==> src/rtl/core/prmt_pkg.sv <==
// Shared types and constants for the pending request match table.
package prmt_pkg;

    localparam int ADDR_W   = 32;
    localparam int REQ_W    = 32;
    localparam int STATUS_W = 3;
    localparam int S_DATA_W = 64;
    localparam int M_DATA_W = 104;

    localparam logic [STATUS_W-1:0] ST_ENQUEUED  = 3'd0;
    localparam logic [STATUS_W-1:0] ST_HELD      = 3'd1;
    localparam logic [STATUS_W-1:0] ST_REJECTED  = 3'd2;
    localparam logic [STATUS_W-1:0] ST_MATCHED   = 3'd3;
    localparam logic [STATUS_W-1:0] ST_UNMATCHED = 3'd4;

    localparam logic OP_REQUEST    = 1'b0;
    localparam logic OP_COMPLETION = 1'b1;

    typedef struct packed {
        logic [REQ_W-1:0]  req;
        logic [ADDR_W-1:0] addr;
    } t_entry;

    typedef struct packed {
        logic [STATUS_W-1:0] status;
        logic [REQ_W-1:0]    woken;
        logic [REQ_W-1:0]    released;
        logic                fwd_valid;
        logic [ADDR_W-1:0]   fwd_addr;
    } t_result;

endpackage

==> src/rtl/core/prmt_mem.sv <==
// Entry table memory: one write port, one registered read port.
module prmt_mem #(
    parameter int TABLE_DEPTH = 64,
    localparam int IDX_W = $clog2(TABLE_DEPTH)
) (
    input  logic              i_clk,
    input  logic              i_we,
    input  logic [IDX_W-1:0]  i_waddr,
    input  prmt_pkg::t_entry  i_wdata,
    input  logic              i_re,
    input  logic [IDX_W-1:0]  i_raddr,
    output prmt_pkg::t_entry  o_rdata
);
    import prmt_pkg::*;

    t_entry r_mem [TABLE_DEPTH];
    t_entry r_rdata;

    always_ff @(posedge i_clk) begin
        if (i_we) begin
            r_mem[i_waddr] <= i_wdata;
        end
    end

    always_ff @(posedge i_clk) begin
        if (i_re) begin
            r_rdata <= r_mem[i_raddr];
        end
    end

    assign o_rdata = r_rdata;

endmodule

==> src/rtl/core/prmt_ctrl.sv <==
// Sequencer: pointers, hold register, request insert and completion search.
module prmt_ctrl #(
    parameter int TABLE_DEPTH = 64,
    localparam int IDX_W = $clog2(TABLE_DEPTH)
) (
    input  logic                          i_clk,
    input  logic                          i_rst_n,
    input  logic                          i_start,
    input  logic                          i_op,
    input  logic [prmt_pkg::ADDR_W-1:0]   i_addr,
    input  logic [prmt_pkg::REQ_W-1:0]    i_req,
    output logic                          o_busy,
    output logic                          o_done,
    output prmt_pkg::t_result             o_result,
    output logic                          o_mem_we,
    output logic [IDX_W-1:0]              o_mem_waddr,
    output prmt_pkg::t_entry              o_mem_wdata,
    output logic                          o_mem_re,
    output logic [IDX_W-1:0]              o_mem_raddr,
    input  prmt_pkg::t_entry              i_mem_rdata
);
    import prmt_pkg::*;

    localparam logic [1:0] S_IDLE = 2'd0;
    localparam logic [1:0] S_SRCH = 2'd1;
    localparam logic [1:0] S_MOVE = 2'd2;
    localparam logic [1:0] S_INS  = 2'd3;

    function automatic logic [IDX_W-1:0] f_next(input logic [IDX_W-1:0] n);
        if (n == IDX_W'(TABLE_DEPTH - 1)) begin
            return '0;
        end
        return n + 1'b1;
    endfunction

    logic [1:0]        r_state, n_state;
    logic [IDX_W-1:0]  r_head, n_head;
    logic [IDX_W-1:0]  r_tail, n_tail;
    logic              r_hold_vld, n_hold_vld;
    t_entry            r_hold, n_hold;
    logic [IDX_W-1:0]  r_cur, n_cur;
    logic [ADDR_W-1:0] r_key, n_key;
    logic              r_first, n_first;
    t_entry            r_tail_ent, n_tail_ent;
    logic [IDX_W-1:0]  r_match_idx, n_match_idx;
    logic [REQ_W-1:0]  r_woken, n_woken;

    logic [IDX_W-1:0]  w_nxt_cur;
    logic [IDX_W-1:0]  w_new_tail;

    assign w_nxt_cur  = f_next(r_cur);
    assign w_new_tail = f_next(r_tail);

    always_comb begin
        n_state     = r_state;
        n_head      = r_head;
        n_tail      = r_tail;
        n_hold_vld  = r_hold_vld;
        n_hold      = r_hold;
        n_cur       = r_cur;
        n_key       = r_key;
        n_first     = r_first;
        n_tail_ent  = r_tail_ent;
        n_match_idx = r_match_idx;
        n_woken     = r_woken;
        o_done      = 1'b0;
        o_result    = '0;
        o_mem_we    = 1'b0;
        o_mem_waddr = r_head;
        o_mem_wdata = '0;
        o_mem_re    = 1'b0;
        o_mem_raddr = r_cur;

        case (r_state)
            S_IDLE: begin
                if (i_start) begin
                    if (i_op == OP_REQUEST) begin
                        o_done = 1'b1;
                        if (i_req == '0) begin
                            o_result.status = ST_REJECTED;
                        end else if (f_next(r_head) == r_tail) begin
                            if (r_hold_vld) begin
                                o_result.status = ST_REJECTED;
                            end else begin
                                n_hold_vld      = 1'b1;
                                n_hold.addr     = i_addr;
                                n_hold.req      = i_req;
                                o_result.status = ST_HELD;
                            end
                        end else begin
                            o_mem_we             = 1'b1;
                            o_mem_waddr          = r_head;
                            o_mem_wdata.addr     = i_addr;
                            o_mem_wdata.req      = i_req;
                            n_head               = f_next(r_head);
                            o_result.status      = ST_ENQUEUED;
                            o_result.fwd_valid   = 1'b1;
                            o_result.fwd_addr    = i_addr;
                        end
                    end else if (r_tail == r_head) begin
                        o_done          = 1'b1;
                        o_result.status = ST_UNMATCHED;
                    end else begin
                        o_mem_re    = 1'b1;
                        o_mem_raddr = r_tail;
                        n_cur       = r_tail;
                        n_key       = i_addr;
                        n_first     = 1'b1;
                        n_state     = S_SRCH;
                    end
                end
            end
            S_SRCH: begin
                n_first = 1'b0;
                if (r_first) begin
                    n_tail_ent = i_mem_rdata;
                end
                if (i_mem_rdata.addr == r_key) begin
                    n_match_idx = r_cur;
                    n_woken     = i_mem_rdata.req;
                    n_state     = S_MOVE;
                end else if (w_nxt_cur == r_head) begin
                    o_done          = 1'b1;
                    o_result.status = ST_UNMATCHED;
                    n_state         = S_IDLE;
                end else begin
                    o_mem_re    = 1'b1;
                    o_mem_raddr = w_nxt_cur;
                    n_cur       = w_nxt_cur;
                end
            end
            S_MOVE: begin
                if (r_match_idx != r_tail) begin
                    o_mem_we    = 1'b1;
                    o_mem_waddr = r_match_idx;
                    o_mem_wdata = r_tail_ent;
                end
                n_tail = w_new_tail;
                if (r_hold_vld && (f_next(r_head) != w_new_tail)) begin
                    n_state = S_INS;
                end else begin
                    o_done          = 1'b1;
                    o_result.status = ST_MATCHED;
                    o_result.woken  = r_woken;
                    n_state         = S_IDLE;
                end
            end
            S_INS: begin
                o_mem_we           = 1'b1;
                o_mem_waddr        = r_head;
                o_mem_wdata        = r_hold;
                n_head             = f_next(r_head);
                n_hold_vld         = 1'b0;
                o_done             = 1'b1;
                o_result.status    = ST_MATCHED;
                o_result.woken     = r_woken;
                o_result.released  = r_hold.req;
                o_result.fwd_valid = 1'b1;
                o_result.fwd_addr  = r_hold.addr;
                n_state            = S_IDLE;
            end
            default: begin
                n_state = S_IDLE;
            end
        endcase
    end

    always_ff @(posedge i_clk) begin
        if (!i_rst_n) begin
            r_state    <= S_IDLE;
            r_head     <= '0;
            r_tail     <= '0;
            r_hold_vld <= 1'b0;
            r_first    <= 1'b0;
        end else begin
            r_state    <= n_state;
            r_head     <= n_head;
            r_tail     <= n_tail;
            r_hold_vld <= n_hold_vld;
            r_first    <= n_first;
        end
    end

    always_ff @(posedge i_clk) begin
        r_hold      <= n_hold;
        r_cur       <= n_cur;
        r_key       <= n_key;
        r_tail_ent  <= n_tail_ent;
        r_match_idx <= n_match_idx;
        r_woken     <= n_woken;
    end

    assign o_busy = (r_state != S_IDLE);

endmodule

==> src/rtl/core/pending_request_match_table_top.sv <==
// Top level of the pending request match table with stream ports and result register.
//
// Tracks up to TABLE_DEPTH-1 outstanding requests in a circular table held in a
// simple dual-port synchronous memory, plus one hold register for a request that finds
// the table full. A request (or a completion that finds the table empty) is
// handled in the cycle it is accepted. A completion scans the table from the
// oldest entry, one entry per cycle through the memory read port, then retires the
// match and, when a request is held, inserts the held request. One item
// is in flight at a time; the result sits in an output register and the next
// item is taken as soon as that register is free or being drained.
module pending_request_match_table_top #(
    parameter int TABLE_DEPTH = 64
) (
    input  logic                           i_clk,
    input  logic                           i_rst_n,
    input  logic                           i_s_tvalid,
    output logic                           o_s_tready,
    input  logic [prmt_pkg::S_DATA_W-1:0]  i_s_tdata,  // request_address, requester_id
    input  logic                           i_s_tuser,  // operation
    output logic                           o_m_tvalid,
    input  logic                           i_m_tready,
    output logic [prmt_pkg::M_DATA_W-1:0]  o_m_tdata,  // woken_requester, released_requester,
                                                       // forward_valid, forward_address, zero pad
    output logic [prmt_pkg::STATUS_W-1:0]  o_m_tuser   // status
);
    import prmt_pkg::*;

    localparam int IDX_W = $clog2(TABLE_DEPTH);

    logic             w_accept;
    logic             w_busy;
    logic             w_done;
    t_result          w_res;
    logic             w_mem_we;
    logic [IDX_W-1:0] w_mem_waddr;
    t_entry           w_mem_wdata;
    logic             w_mem_re;
    logic [IDX_W-1:0] w_mem_raddr;
    t_entry           w_mem_rdata;

    logic             r_out_vld;
    t_result          r_out;

    assign o_s_tready = !w_busy && (!r_out_vld || i_m_tready);
    assign w_accept   = i_s_tvalid && o_s_tready;

    prmt_ctrl #(
        .TABLE_DEPTH (TABLE_DEPTH)
    ) u_ctrl (
        .i_clk       (i_clk),
        .i_rst_n     (i_rst_n),
        .i_start     (w_accept),
        .i_op        (i_s_tuser),
        .i_addr      (i_s_tdata[ADDR_W-1:0]),
        .i_req       (i_s_tdata[ADDR_W+REQ_W-1:ADDR_W]),
        .o_busy      (w_busy),
        .o_done      (w_done),
        .o_result    (w_res),
        .o_mem_we    (w_mem_we),
        .o_mem_waddr (w_mem_waddr),
        .o_mem_wdata (w_mem_wdata),
        .o_mem_re    (w_mem_re),
        .o_mem_raddr (w_mem_raddr),
        .i_mem_rdata (w_mem_rdata)
    );

    prmt_mem #(
        .TABLE_DEPTH (TABLE_DEPTH)
    ) u_mem (
        .i_clk   (i_clk),
        .i_we    (w_mem_we),
        .i_waddr (w_mem_waddr),
        .i_wdata (w_mem_wdata),
        .i_re    (w_mem_re),
        .i_raddr (w_mem_raddr),
        .o_rdata (w_mem_rdata)
    );

    always_ff @(posedge i_clk) begin
        if (!i_rst_n) begin
            r_out_vld <= 1'b0;
        end else if (w_done) begin
            r_out_vld <= 1'b1;
        end else if (i_m_tready) begin
            r_out_vld <= 1'b0;
        end
    end

    always_ff @(posedge i_clk) begin
        if (w_done) begin
            r_out <= w_res;
        end
    end

    assign o_m_tvalid = r_out_vld;
    assign o_m_tuser  = r_out.status;
    assign o_m_tdata  = {
        (M_DATA_W - 2*REQ_W - 1 - ADDR_W)'(0),
        r_out.fwd_addr,
        r_out.fwd_valid,
        r_out.released,
        r_out.woken
    };

    a_no_overwrite: assert property (@(posedge i_clk) disable iff (!i_rst_n)
        (r_out_vld && !i_m_tready) |-> !w_done)
        else $error("result register overwritten while stalled");

    a_request_one_cycle: assert property (@(posedge i_clk) disable iff (!i_rst_n)
        (w_accept && (i_s_tuser == OP_REQUEST)) |-> (w_done && !w_busy))
        else $error("request did not complete in its accept cycle");

    a_busy_from_accept: assert property (@(posedge i_clk) disable iff (!i_rst_n)
        $rose(w_busy) |-> $past(w_accept))
        else $error("search started without an accepted beat");

endmodule

==> config.mk <==
export PLATFORM = sky130hd
export DESIGN_NAME = pending_request_match_table_top
export DESIGN_NICKNAME = d
export VERILOG_FILES = /design/src/rtl/core/prmt_pkg.sv /design/src/rtl/core/prmt_mem.sv /design/src/rtl/core/prmt_ctrl.sv /design/src/rtl/core/pending_request_match_table_top.sv
export SDC_FILE = /design/constraint.sdc
export NUM_CORES = 2
export LEC_CHECK = 0
export ABC_AREA = 0
export BUFFER_PORTS_ARGS = -buffer_cell sky130_fd_sc_hd__buf_2
export CORE_AREA = 2 2 717 719
export CTS_BUF_LIST = sky130_fd_sc_hd__clkbuf_8
export CTS_CLUSTER_SIZE = 24
export DETAILED_ROUTE_END_ITERATION = 10
export DIE_AREA = 0 0 719 721
export GPL_ROUTABILITY_DRIVEN = 0
export SETUP_SLACK_MARGIN = 0.2
export SYNTH_ARGS = -nofsm -noshare
export SYNTH_HDL_FRONTEND = slang
export SYNTH_SLANG_ARGS = --single-unit
==> constraint.sdc <==
create_clock -name i_clk -period 19.9 [get_ports i_clk]
set_input_delay 1.99 -clock i_clk [delete_from_list [all_inputs] [get_ports i_clk]]
set_output_delay 1.99 -clock i_clk [all_outputs]
set_load 0.03 [all_outputs]
==> flow_summary.ini <==
[run_status]
status = completed

[sta]
post-route-min-period_ns = 9.366
hold_violations = 0
final.setup.worst_slack_ns = 10.53
slew-limit-headroom_pct = 7.488
fin_worst_skew_ns = 0.08379
fin_hold_ws_ns = 0.4814
setup_viol = 0
totalNegativeSetupSlack_ns = 0
max_freq_ghz = 0.1068
period_share_pct = 47.07
grt_setup_unrepaired = no
timing_worst_slew_pin_value_ns = 1.388
timing_max_transition_violations_final = 0

[route]
highest_routed_metal_layer = met5
num_vias = 105100
first_iter_violations = 14600
route.detailed.vias_per_inst = 5.588
routed_wl_um = 568800
route.met2.wl_um = 259000
drc = 0
route.detailed.wl_per_inst_um = 30.24
drt-met1-wl_um = 226800
antenna_violating_nets_post_route = 0
met3_length_um = 54500
dr.pass1.iters = 6

[hold_path]
min_delay_worst_endpoint = u_ctrl.r_tail_ent[11]$_DFFE_PP_
hold_path_class = reg -> reg
hold_path_startpoint = u_mem.o_rdata[11]$_DFFE_PP_
timing.hold.worst_path_depth = 0

[clocking]
worst_skew_pair.late_latency_ns = 1.29
worst_setup_hold_path_clk_slew_ns = 0.07
post_cts_resize_count = 0
cts-buffers-inserted = 689
clock_path_buffers = 4
cts_tree = yes
hold_buf_count_cts = 0
h_tree_lvl_count = 6
post-cts-setup-buffer-count = 0
cts.sink_count = 4481
root_buffer_master = clkbuf_8

[cells_and_area]
final_nets = 11590
final_area_mm2 = 0.2004
postLayoutCoreUtil_pct = 39.22
layout.cells.most_common = edfxtp_1
mostFrequentLayoutCells = edfxtp_1, mux2i_1, nand2_1, nand3_1, clkbuf_8
drive_gt1_share_pct = 13.81
stdcell_count = 18810
layout-area-overhead-vs-synth_pct = 12.44

[global_routing]
global_route_wire_length_before_repair_um = 777600
grt_max_degree = 154
antenna_found_initial = 36
globalRoute.totalOverflow = 0
vias_in_the_first_global_route = 98300
grt_use_total_pct = 21.02

[synth]
synth_enable_flop_cells = 4458
synth.ff_latch_count = 4481
synth-seq-area-share_pct = 75.36
synth.cell_area_mm2 = 0.1782
synth_top_flop_cell = edfxtp_1
synthCells = 10970
synth_cell_types = 87
yosysWarningCount = 0
post_synth.cell_area_avg_um2 = 16.25
async_flop_share_pct = 0

[floorplanning]
core-area_mm2 = 0.5110
starting_density_pct = 34.88
fp-row-count = 263
die_width_um = 719
floorplan.io_pins = 178
die_height_um = 721
die_area_mm2 = 0.5184

[worst_setup_path]
path_max_fanout = 114
rr_endpoint = u_mem.o_rdata[21]$_DFFE_PP_
rr_startpoint = u_ctrl.r_state[1]$_SDFFE_PN0P_
startpoint_type = flip-flop
timing_worst_setup_path_type = reg -> reg
reg2reg_setup_slack_ns = 10.53
rr_worst_depth = 19
worst-endpoint-arrival_ns = 10.35
worstSetupEndpointType = flip-flop
cp_data_required_time_ns = 20.88

[place]
place.detailed.instances = 17580
placement.cell_area_mm2 = 0.1882
dp_slack_ns = 9.589
place.port_buffers = 170
place_hpwl_um = 307500

[pwr]
total_chip_power_mw = 27.92
p_switching_mw = 10.48
comb_power_share_pct = 35.5
peakVddDrop_mv = 0.1476
pwr_density_cell_mw_per_mm2 = 139.3
static-leakage-power_nw = 70.57
flop_pwr_share_pct = 39.4
power.clock.fraction_pct = 25.1
swShare_pct = 37.52
cell_internal_pwr_mw = 17.44

[flow_run]
max_cap_viol_count = 0
## cell usage after synthesis, types with 30 or more instances
cell type	count	area, um^2
a21oi_1	254	1271
a221oi_1	83	727.0
a22oi_1	75	563.0
a31oi_1	52	325.3
and2_1	41	256.5
and3_1	38	237.7
buf_1	56	210.2
buf_2	267	1336
buf_4	138	1036
buf_6	34	382.9
clkbuf_1	163	611.8
edfxtp_1	4458	133900
inv_1	37	138.9
mux2_2	122	1374
mux2i_1	1876	18780
nand2_1	1454	5458
nand3_1	724	3623
nor2_1	186	698.2
nor2b_1	41	256.5
nor4_1	30	187.7
o211ai_1	81	608.1
o21ai_0	97	485.5
o221ai_1	91	797.0
o22ai_1	113	706.9
xor2_1	48	420.4
## worst max-delay path by stage
stage                                       end                           start
floorplan                o_m_tuser[0]$_DFFE_PP_                      i_m_tready
global placement    u_mem.o_rdata[21]$_DFFE_PP_                      i_m_tready
detailed placement  u_mem.o_rdata[53]$_DFFE_PP_                      i_m_tready
global route        u_mem.o_rdata[53]$_DFFE_PP_  u_ctrl.r_state[1]$_SDFFE_PN0P_
finish              u_mem.o_rdata[21]$_DFFE_PP_  u_ctrl.r_state[1]$_SDFFE_PN0P_
CTS                 u_mem.o_rdata[21]$_DFFE_PP_  u_ctrl.r_state[1]$_SDFFE_PN0P_
## worst max-delay path: stages (launching register included)
cell	delay [ns]
dfxtp_1	0.35
inv_1	0.15
ha_1	0.50
nand4b_1	0.34
a21o_1	0.38
inv_4	0.46
nand2_1	0.21
a22o_4	0.29
o21ai_4	0.12
buf_4	0.58
buf_12	0.58
buf_4	0.78
buf_4	0.93
buf_4	0.80
buf_4	0.84
mux2i_1	0.29
mux2i_1	0.11
mux2i_1	0.18
o22ai_1	0.18
or4_1	0.52
## metal layers
metal / vias up / global-route usage [%]
met5: - / 0
met4: 6 / 9.650
met3: 1069 / 3.704
met2: 5881 / 32.91
met1: 54500 / 28.61
li1: 43660 / -
## area by class of cell
class | count | area (um^2)
Inverter | 43 | 190.2
Multi-Input combinational cell | 5789 | 41610
Fill cell | 46670 | 310600
Timing Repair Buffer | 510 | 3645
Antenna cell | 27 | 67.56
Clock inverter | 488 | 2277
Tap cell | 6757 | 8454
Sequential cell | 4481 | 134300
Clock buffer | 716 | 9854
## power groups by stage
| stage | Clock [mW] | Combinational (mW) | Sequential, mW |
|---|---|---|---|
| after floorplan | 0 | 6.55 | 11.1 |
| after global placement | 0 | 9.75 | 11.2 |
| after detailed placement | 0 | 9.79 | 11.2 |
| after CTS | 7.08 | 9.82 | 11.0 |
| after global routing | 7.47 | 10.4 | 11.0 |
| final | 7.00 | 9.91 | 11.0 |
## kinds of logic after synthesis
| group | share of synthesized area [%] |
|---|---|
| flip-flops | 75.36 |
| buffers and inverters | 2.118 |
| multiplexers | 11.38 |
| AND/OR/NAND/NOR | 6.289 |
| XOR/XNOR | 0.3194 |
| AO/OA/AOI/OAI | 4.471 |
| other | 0.002104 |
| adder cells (fa/ha/maj) | 0.05616 |
## flip-flops by register name, summed over array words and instances (netlist names)
name	count
o_m_tvalid	1
u_ctrl.r_head	6
u_mem.o_rdata	64
o_m_tuser	3
u_ctrl.r_tail	6
u_ctrl.r_tail_ent	64
u_mem.r_mem	4096
u_ctrl.r_key	32
u_ctrl.r_woken	32
u_ctrl.r_state	2
u_ctrl.r_hold	64
u_ctrl.r_cur	6
u_ctrl.r_first	1
u_ctrl.r_hold_vld	1
o_m_tdata	97
u_ctrl.r_match_idx	6
(Power assumes the default switching activity.)
